--- src/rtl/hsdb_pkg.sv ---
// Shared types, constants and layer arithmetic for the hit sort and doublet builder.
package hsdb_pkg;

  localparam int unsigned IdW      = 32;
  localparam int unsigned LayerW   = 5;
  localparam int unsigned PosW     = 24;
  localparam int unsigned SqW      = 49;
  localparam int unsigned DistW    = 52;
  localparam int unsigned SkipW    = 6;
  localparam int unsigned CodeW    = 12;
  localparam int unsigned CfgIdxW  = 2;
  localparam int unsigned CfgW     = 24;
  localparam int unsigned InDataW  = 112;
  localparam int unsigned OutDataW = 96;

  // Layer numbering: barrel below BarrelLimit, backward from BackwardStart.
  localparam int unsigned BarrelLimit   = 4;
  localparam int unsigned BackwardStart = 11;
  localparam int unsigned BackwardBase  = 10;
  localparam int unsigned ForwardBase   = 3;
  localparam int unsigned PairScale     = 100;

  typedef enum logic [0:0] {
    MODE_LOAD  = 1'b0,
    MODE_BUILD = 1'b1
  } mode_e;

  typedef enum logic [CfgIdxW-1:0] {
    REG_VTX_X = 2'd0,
    REG_VTX_Y = 2'd1,
    REG_VTX_Z = 2'd2
  } cfg_reg_e;

  typedef struct packed {
    logic capture;
    logic square;
    logic sum;
    logic insert;
    logic scan;
    logic emit;
    logic shift;
    logic flush;
    logic clear;
  } cmd_t;

  typedef struct packed {
    logic full;
    logic multi;
    logic run_found;
    logic run_more;
    logic pend_valid;
    logic out_free;
  } sts_t;

  // Number of layers jumped over between inner and outer hit, all ones if invalid.
  function automatic logic [SkipW-1:0] skip_count(input logic [LayerW-1:0] il,
                                                  input logic [LayerW-1:0] ol);
    logic in_bar, out_bar, in_bwd, out_bwd, in_fwd, out_fwd;
    logic [SkipW-1:0] res;
    in_bar  = il < LayerW'(BarrelLimit);
    out_bar = ol < LayerW'(BarrelLimit);
    in_bwd  = !in_bar && (il >= LayerW'(BackwardStart));
    out_bwd = !out_bar && (ol >= LayerW'(BackwardStart));
    in_fwd  = !in_bar && !in_bwd;
    out_fwd = !out_bar && !out_bwd;
    if (il >= ol) begin
      res = '1;
    end else if ((in_bar && out_bar) || (in_fwd && out_fwd) || (in_bwd && out_bwd)) begin
      res = SkipW'(ol) - SkipW'(il) - SkipW'(1);
    end else if (in_bar && out_bwd) begin
      res = SkipW'(ol) - SkipW'(BackwardBase) - SkipW'(1);
    end else if (in_bar) begin
      res = SkipW'(ol) - SkipW'(ForwardBase) - SkipW'(1);
    end else begin
      res = '1;
    end
    return res;
  endfunction

  function automatic logic [CodeW-1:0] pair_code(input logic [LayerW-1:0] il,
                                                 input logic [LayerW-1:0] ol);
    return CodeW'(CodeW'(il) * CodeW'(PairScale)) + CodeW'(ol);
  endfunction

endpackage

--- src/rtl/hsdb_ctrl.sv ---
// Sequencer for loading, sorting and doublet emission.
module hsdb_ctrl
  import hsdb_pkg::*;
(
  input  logic clk_i,
  input  logic rst_ni,
  input  logic s_tvalid_i,
  input  logic s_mode_i,
  output logic s_tready_o,
  input  sts_t sts_i,
  output cmd_t cmd_o
);

  typedef enum logic [7:0] {
    ST_IDLE   = 8'b0000_0001,
    ST_SQUARE = 8'b0000_0010,
    ST_SUM    = 8'b0000_0100,
    ST_INSERT = 8'b0000_1000,
    ST_SCAN   = 8'b0001_0000,
    ST_EMIT   = 8'b0010_0000,
    ST_SHIFT  = 8'b0100_0000,
    ST_FLUSH  = 8'b1000_0000
  } state_e;

  state_e state_q, state_d;
  logic   prod_ok;

  assign s_tready_o = (state_q == ST_IDLE);
  assign prod_ok    = !sts_i.pend_valid || sts_i.out_free;

  always_comb begin
    state_d = state_q;
    cmd_o   = '0;
    case (state_q)
      ST_IDLE: begin
        if (s_tvalid_i) begin
          if (s_mode_i == MODE_BUILD) begin
            state_d = ST_SCAN;
          end else if (!sts_i.full) begin
            cmd_o.capture = 1'b1;
            state_d       = ST_SQUARE;
          end
        end
      end
      ST_SQUARE: begin
        cmd_o.square = 1'b1;
        state_d      = ST_SUM;
      end
      ST_SUM: begin
        cmd_o.sum = 1'b1;
        state_d   = ST_INSERT;
      end
      ST_INSERT: begin
        cmd_o.insert = 1'b1;
        state_d      = ST_IDLE;
      end
      ST_SCAN: begin
        if (!sts_i.multi) begin
          state_d = ST_FLUSH;
        end else if (sts_i.run_found) begin
          cmd_o.scan = 1'b1;
          state_d    = ST_EMIT;
        end else begin
          state_d = ST_SHIFT;
        end
      end
      ST_EMIT: begin
        if (!sts_i.run_more) begin
          state_d = ST_SHIFT;
        end else if (prod_ok) begin
          cmd_o.emit = 1'b1;
        end
      end
      ST_SHIFT: begin
        cmd_o.shift = 1'b1;
        state_d     = ST_SCAN;
      end
      ST_FLUSH: begin
        if (!sts_i.pend_valid) begin
          cmd_o.clear = 1'b1;
          state_d     = ST_IDLE;
        end else if (sts_i.out_free) begin
          cmd_o.flush = 1'b1;
        end
      end
      default: begin
        state_d = ST_IDLE;
      end
    endcase
  end

  always_ff @(posedge clk_i or negedge rst_ni) begin
    if (!rst_ni) begin
      state_q <= ST_IDLE;
    end else begin
      state_q <= state_d;
    end
  end

  // A new item is only taken once the previous build has drained its held doublet.
  a_idle_no_pending: assert property (@(posedge clk_i) disable iff (!rst_ni)
    (state_q == ST_IDLE) |-> !sts_i.pend_valid)
    else $error("pending doublet left over in idle");

endmodule

--- config.mk ---
export PLATFORM = sky130hd
export DESIGN_NAME = hsdb_ctrl
export DESIGN_NICKNAME = d
export VERILOG_FILES = /design/src/rtl/hsdb_pkg.sv /design/src/rtl/hsdb_ctrl.sv
export SDC_FILE = /design/constraint.sdc
export NUM_CORES = 1
export LEC_CHECK = 0
export ABC_AREA = 1
export BUFFER_PORTS_ARGS = -buffer_cell sky130_fd_sc_hd__buf_2
export CORE_UTILIZATION = 41
export DETAILED_ROUTE_END_ITERATION = 7
export GPL_ROUTABILITY_DRIVEN = 0
export PLACE_DENSITY = 0.67
export SYNTH_ARGS = -nofsm -noshare
export SYNTH_HDL_FRONTEND = slang
export SYNTH_SLANG_ARGS = --single-unit
--- constraint.sdc ---
create_clock -name clk_i -period 1.6 [get_ports clk_i]
set_input_delay 0.16 -clock clk_i [delete_from_list [all_inputs] [get_ports clk_i]]
set_output_delay 0.16 -clock clk_i [all_outputs]
set_load 0.01 [all_outputs]
# Yosys cells after proc, flatten, opt, wreduce, memory -nomap -nowiden
# Cells that the tools add are included.
# totals
regBits	8
output_inout_bits	10
# classes
eq_ne	12
mux	26
n_reduce_logical	3
# op_table
operator	n
one-hot mux 8 bit (7 select lines)	1
2-to-1 mux 8 bit	6
2-to-1 mux 1 bit	17
equality test 8 x 1 -> 1 bit (second input constant)	1
equality test 8 x 2 -> 1 bit (second input constant)	1
equality test 8 x 3 -> 1 bit (second input constant)	1
equality test 8 x 4 -> 1 bit (second input constant)	1
equality test 8 x 5 -> 1 bit (second input constant)	1
equality test 8 x 6 -> 1 bit (second input constant)	1
equality test 8 x 7 -> 1 bit (second input constant)	1
equality test 8 bit (second input constant)	1
2-to-1 mux 7 bit	1
!= test 2 bit (second input constant)	3
AND reduction 4 bit	1
!= test 3 bit (second input constant)	1
2-to-1 mux 2 bit	1
zero test 1 bit	1
logical OR 1 bit	1

# Logic depth before layout (Yosys ltp)
# Gate-level depths: netlist (run 1).
# depth
depth_word	5
depth_mapped	7

# Worst setup path after synthesis (run 1)
# No wires, ideal clock.
# synth_timing
path_type	register -> output
start	register state_q[0]
end	output port cmd_o[8] (netlist bit)
arrival_ns	1.175
path_slack_ns	0.265
stages_incl_launch_ff	7
n_path_buf	0
cell_sequence	dfstp_2 -> inv_2 -> nor2_2 -> nand2_2 -> nor2_8 -> nand2_1 -> nor3_2
# synth_lines
item	line	source
start: declaration	hsdb_ctrl.sv:25	state_e state_q, state_d;
start signal: assignment	hsdb_ctrl.sv:96	state_q <= state_d;
end: declaration	hsdb_ctrl.sv:11	output cmd_t cmd_o

==> key figures, run 1 <==
Status
  – Status: finished, violations left
  – Failing checks: negative setup slack

Timing
  – Relative slew slack: 83.8%
  – Fin crit share: 101%
  – Worst-Margin Slew: 0.240 ns
  – Fin Setup TNS: -0.0129 ns
  – RSZ-0062 raised after global routing: yes
  – Setup violators final: 2
  – Max-slew violation count: 0
  – Clk_skew: 0.00105 ns
  – Final min period: 1.61 ns
  – Final Hold Viols: 0
  – Maximum operating frequency: 621 MHz
  – WHS: 0.122 ns
  – Setup WS post-layout: -0.00999 ns

Synth
  – Top cell type's share of synthesized area: between 20% and 30%
  – FFs w/ async S/R, synth: 100%
  – Dominant cell type by area after synthesis: dfrtp_1
  – Top-count cell post-synth: nor2_1
  – Netlist Area Pre-Place: 589 um^2
  – Post-synth EDFFs: 0
  – Syn. warnings: 0
  – Synth Flop Type: dfrtp_1
  – Main area contributors after synthesis: dfrtp_1 30%, nor2_1 11%, nor2_4 9.6%, nand2_1 6.4%, inv_1 5.7%
  – Mean Syn Cell Area: 8.07 um^2
  – Distinct cells, synth: 21
  – Synth top cells by count: 17 x nor2_1, 10 x nand2_1, 9 x inv_1, 7 x dfrtp_1, 5 x nor2_4
  – Register area share after synthesis: 34.2%
  – Yosys reg bits: 8
  – Synthesized instance count: 73
  – Post-Syn Nets: 83

Global route
  – Largest net degree at the start of global routing: 9
  – Grt ovf: 0
  – Vias in the first global route: between 500 and 600
  – Antenna violations before repair: 0
  – First-pass GRT wire length: 1970 um
  – Total GRT Usage: 18.9%

Critical path
  – Worst EP required: 1.44 ns
  – Crit path top cell by count: nand2_2
  – Cell at the slowest stage of the critical path: dfstp_2
  – Crit-path cells: inv_2 > nor2_2 > nand2_2 > nor2_8 > nand2_2 > nor3_2 > buf_2
  – Critical-path maximum fanout: 2
  – Crit path kind: register to output port
  – CP peak stage delay: 0.56 ns
  – Critical Path AT: 1.45 ns
  – CP Capture Type: output port
  – Critical Path Source Type: register

Power and ir drop
  – Combinational Power Share: 63.2%
  – Share of power burned in registers: 23.5%
  – Switch Pwr: 0.611 mW
  – Leakage Power: 0.472 nW
  – Sw Share: 45.0%
  – Clock power frac: 13.3%
  – Internal power: 0.747 mW
  – VDD IR max: 0.000748 V
  – Pwr per Cell Area: 1590 nW/um^2
  – Pwr Total: roughly 1.4 mW

Cells and area
  – Final net count: 119
  – Biggest regs: state_q x8
  – Ant diodes: 0
  – Layout cells sized above 1: 54.6%
  – Area Overhead vs Synth: 44.6%
  – Fin cells: approximately 120
  – Biggest register: state_q
  – Max reg flops: 8

Die
  – Core box area: 1320 um^2
  – Die width: 39.9 um
  – FP Rows: 13
  – Initial Utilization: between 40 and 50%
  – Die H: 39.9 um
  – Ports: 20
  – Area of the die: between 1500 and 2000 um^2

CTS
  – Clock Root Buffer: clkbuf_4
  – Worst skew pair latency: 0.27 ns
  – H-tree Lvls: 1
  – Max clock buf depth: 2
  – Num CTS Buffers: 3
  – Clock Sinks: 8
  – Clock tree from TritonCTS: yes
  – Worst-path clk slew: about 0.06 ns

Detailed routing
  – DRC Markers: 0
  – Final ANT Viol Nets: 0
  – DR WL/cell: 11.0 um
  – Via count: 588
  – Routed wire length: 1360 um
  – DR pass1 iterations: 4
  – Via density: 4.78
  – Initial DRC Count: 9

Place
  – Placed cells: approximately 110
  – Post-detail-place hpwl: ~980 um
  – Port bufs: 19

Job
  – Max Cap Viol: 0

Hold path
  – Min-delay worst type: input port to register
final timing paths:
path,start,endpoint,slack [ns],cells past startpoint
max in group asynchronous,rst_ni,state_q[0],1.09,2
min,sts_i[4],state_q[7],0.12,2
max,state_q[0],cmd_o[8],-0.01,7
min reg2reg,state_q[1],state_q[2],0.64,2
min in group asynchronous,rst_ni,state_q[6],0.27,2
max reg2reg,state_q[0],state_q[6],0.16,9
layer usage:
metal / share of wire (%) / vias up / GRT usage, %
li1: - / 302 / -
met1: 44 / 269 / 22.4
met2: 52 / 17 / 32.3
met3: 4.5 / 0 / 2.27
met4: 0 / 0 / 10.3
met5: 0 / - / 0
repair_timing:
item | 4_1_cts | 5_1_grt
endpoints found under the setup margin | 2 | 5
hold buffers | 1 | 0
buffers inserted | 4 | 7
endpoints found under the hold margin | 8 | 0
resized for setup | 1 | 9
pin swaps | 5 | 6
critical path, delay by kind of cell, from the launching register on:
| kind | cells | cell delay [ns] |
|---|---|---|
| DFF | 1 | 0.56 |
| and+or+nand+nor | 5 | 0.43 |
| buffers and inverters | 2 | 0.18 |
final cells by class:
type	count	area, um^2
Fill cell	125	465
Multi-Input combinational cell	55	377
Sequential cell	8	201
Timing Repair Buffer	31	191
Inverter	10	37.5
Clock buffer	4	26.3
Tap cell	15	18.8
power groups by stage:
stage,registers [mW],clock network [mW],logic (mW)
finish,0.319,0.181,0.858
global route,0.323,0.197,0.927
CTS,0.316,0.178,0.723
detailed placement,0.320,0,0.632
global placement,0.319,0,0.623
floorplan,0.313,0,0.514
logic make-up after synthesis:
family,count (synthesis),share of synthesized area (%)
buffers and inverters,10,6.37
DFF,8,34.2
AOI/OAI and AO/OA,5,5.95
and+or+nand+nor,50,53.5
per-stage QoR:
step	instance area (um^2)	setup slack, ns	util (%)
floorplan	589	0.265	-
global placement	703	0.217	53.4
detailed placement	703	0.182	53.4
CTS	772	-0.0250	58.6
global route	852	-0.0885	64.7
finish	852	-0.00999	64.7
placed cells by master, fill, tap and decap left out:
cell type / Yosys / layout
buf_2: 0 / 19
nor2_1: 17 / 17
buf_4: 0 / 10
nand2_1: 10 / 9
nor2_4: 5 / 7
dfrtp_1: 7 / 7
inv_1: 9 / 6
nand2_4: 3 / 4
inv_2: 1 / 4
nand3_1: 4 / 3
clkbuf_4: 0 / 3
nand2_2: 2 / 2
nor2_2: 3 / 1
nor2_8: 1 / 1
nand3_2: 0 / 1
nor4_1: 1 / 1
nand4_1: 1 / 1
a21oi_2: 0 / 1
nor3_2: 1 / 1
o31ai_1: 1 / 1
nand3_4: 1 / 1
nand4_2: 1 / 1
o21bai_2: 1 / 1
a31oi_1: 1 / 1
a21oi_1: 2 / 1
clkbuf_1: 0 / 1
dlygate4sd3_1: 0 / 1
buf_6: 0 / 1
dfstp_2: 1 / 1
Power figures use the tool's default switching activity.
==> run 2: changes to the inputs <==
PLACE_DENSITY = 0.7   (was 0.67)
==> run 2 against run 1 <==
Against the previous run: final area fell by 4.1%; critical endpoint unchanged; utilization fell by 2.7 points; worst hold slack got worse by 0.0023 ns; clock skew rose by 0.0059 ns; the run now ends clean; sequential power barely moved; cell count fell by 3.3%; routed wire length fell by 6.1%; clock-buffer cell count did not move.
==> key figures, run 2 (synthesis results as in run 1) <==
Cells and area
  – Biggest regs: state_q x8
  – Final net count: 115 (-3.4%)
  – Ant diodes: 0 (unchanged)
  – Leading cell type in the layout, fill and taps excluded: buf_2
  – Util after Layout: 62.0% (-2.7 points)
  – Fin cells: 119 (-3.3%)
  – Most frequent cells in the layout: 18 x buf_2, 17 x nor2_1, 9 x inv_1, 9 x nand2_1
  – Layout cells sized above 1: 50.0% (-4.6 points)
  – Area Overhead vs Synth: 38.6%
  – Biggest register: state_q
  – Max reg flops: 8 (unchanged)

Power and ir drop
  – VDD IR max: 0.000845 V (+13%)
  – Sw Share: 45.4% (+0.39 points)
  – Pwr Total: 1.27 mW (-6.7%)
  – Internal power: 0.692 mW (-7.4%)
  – Leakage Power: 0.444 nW (-6.0%)
  – Clock power frac: 13.5% (+0.2 points)
  – Share of power burned in registers: 25.1% (+1.6 points)
  – Combinational Power Share: 61.4% (-1.8 points)
  – Pwr per Cell Area: 1550 nW/um^2 (-2.7%)
  – Switch Pwr: 0.575 mW (-5.9%)

Detailed routing
  – Via density: 4.78 (about the same)
  – Initial DRC Count: 15 (+6)
  – Routed wire length: 1270 um (-6.1%)
  – Final ANT Viol Nets: 0 (unchanged)
  – Met3 wire length: 68 um (+11%)
  – Metal2 WL: 569 um (-19%)
  – DR pass1 iterations: 4 (unchanged)
  – DR top layer: met4
  – DR WL/cell: 10.7 um (-3.0%)
  – Via count: 569 (-3.2%)
  – DRC Markers: 0 (unchanged)
  – Wire length on met1: 618 um (+4.2%)

Timing
  – Fin Setup TNS: 0 ns (+0.0129 ns)
  – Fin crit share: 99.6% (-1.1 points)
  – RSZ-0062 raised after global routing: yes
  – Max-slew violation count: 0 (unchanged)
  – Setup violators final: 0 (-2)
  – Clk_skew: 0.00699 ns (+0.00593 ns)
  – Final Hold Viols: 0 (unchanged)
  – Relative slew slack: 86.9% (+3.1 points)
  – Worst-Margin Slew: 0.196 ns (-0.0438 ns)
  – Maximum operating frequency: 628 MHz (+1.1%)
  – Final min period: 1.59 ns (-0.0170 ns)

CTS
  – Clock Sinks: 8 (unchanged)
  – Worst-path clk slew: 0.06 ns (about the same)
  – H-tree Lvls: 1 (unchanged)
  – Clock tree from TritonCTS: yes
  – Clock Root Buffer: clkbuf_4
  – Worst skew pair latency: 0.26 ns (about the same)
  – Max clock buf depth: 2 (unchanged)
  – Num CTS Buffers: 3 (unchanged)

Job
  – Max Cap Viol: 0 (unchanged)

Die
  – FP Rows: 13 (unchanged)
  – Die width: 39.9 um (unchanged)
  – Area of the die: 1590 um^2 (unchanged)
  – Core box area: 1320 um^2 (unchanged)
  – Die H: 39.9 um (unchanged)
  – Ports: 20 (unchanged)
  – Initial Utilization: 44.7% (unchanged)

Critical path
  – Cell at the slowest stage of the critical path: dfrtp_1
  – Critical Path Source Type: register
  – Family with the most delay on the worst path: simple AND/OR/NAND/NOR gates
  – Critical-path maximum fanout: 6 (+4)
  – CP Capture Type: output port
  – Critical Path AT: 1.43 ns (-0.02 ns)
  – Crit-path cells: nor2_4 > buf_4 > nand2_4 > nor2_8 > nand2_2 > nor3_2 > buf_2
  – Worst EP required: 1.44 ns (about the same)
  – CP peak stage delay: 0.40 ns (-0.16 ns)
  – Bufs and invs on worst path: 2 (unchanged)
  – Crit path kind: register to output port
  – Worst R2R Setup Slack: 0.12 ns (-0.04 ns)

Status
  – Status: finished clean

Place
  – Placed cells: 107 (unchanged)
  – Port bufs: 19 (unchanged)
  – Post-detail-place hpwl: 940 um (-4.4%)

Global route
  – Vias in the first global route: 468 (-6.8%)
  – Grt ovf: 0 (unchanged)
  – Largest net degree at the start of global routing: 9 (unchanged)
  – Total GRT Usage: 19.3% (+0.45 points)
  – First-pass GRT wire length: 1960 um (-0.71%)
  – Antenna violations before repair: 0 (unchanged)

Hold path
  – Min-delay worst type: input port to register
==> run 2: cell count changes in the layout (fill, tap and decap cells not counted), sizes merged <==
cell,delta
buf,-4
==> run 2: metrics by stage <==
stage / area, um^2 / hold slack, ns / setup WS [ns]
floorplan: 589 / -0.136 / 0.265
global placement: 703 / 0.0154 / 0.218
detailed placement: 703 / 0.0217 / 0.193
CTS: 772 / 0.105 / -0.00922
global route: 817 / 0.129 / -0.0893
finish: 817 / 0.120 / 0.00698
==> run 2: final timing paths <==
kind / cells after the start / to / start
setup / recovery: 7 / cmd_o[8] / state_q[6]
hold / removal: 2 / state_q[7] / sts_i[4]
setup reg to reg: 9 / state_q[6] / state_q[6]
hold reg to reg: 2 / state_q[3] / state_q[2]
max in group asynchronous: 2 / state_q[0] / rst_ni
min in group asynchronous: 2 / state_q[7] / rst_ni
==> run 2: final cells by class <==
type,instances,area [um^2]
flip-flops and latches,8,201
clock buffers,4,26.3
inverters,10,37.5
repair buffers,27,164
well taps,15,18.8
fillers,112,500
multi-input cells,55,369
==> run 2: metal layers <==
metal	global-route usage (%)	up-vias
li1	-	292
met1	24.1	255
met2	29.8	18
met3	5.11	4
met4	10.3	0
met5	0	-
==> run 2: timing repair <==
item	4_1_cts	5_1_grt
endpoints found under the hold margin	8	0
hold buffers	1	0
buffers inserted	4	3
gates resized for setup	1	4
setup endpoints to repair	2	6
pin swaps	7	2
cloned	0	0
==> run 2: power groups by stage <==
stage / registers [mW] / clock network (mW) / logic [mW]
after floorplan: 0.313 / 0 / 0.514
after detailed placement: 0.321 / 0 / 0.629
after global placement: 0.317 / 0 / 0.623
after global routing: 0.325 / 0.189 / 0.846
after CTS: 0.318 / 0.174 / 0.735
final: 0.318 / 0.172 / 0.777
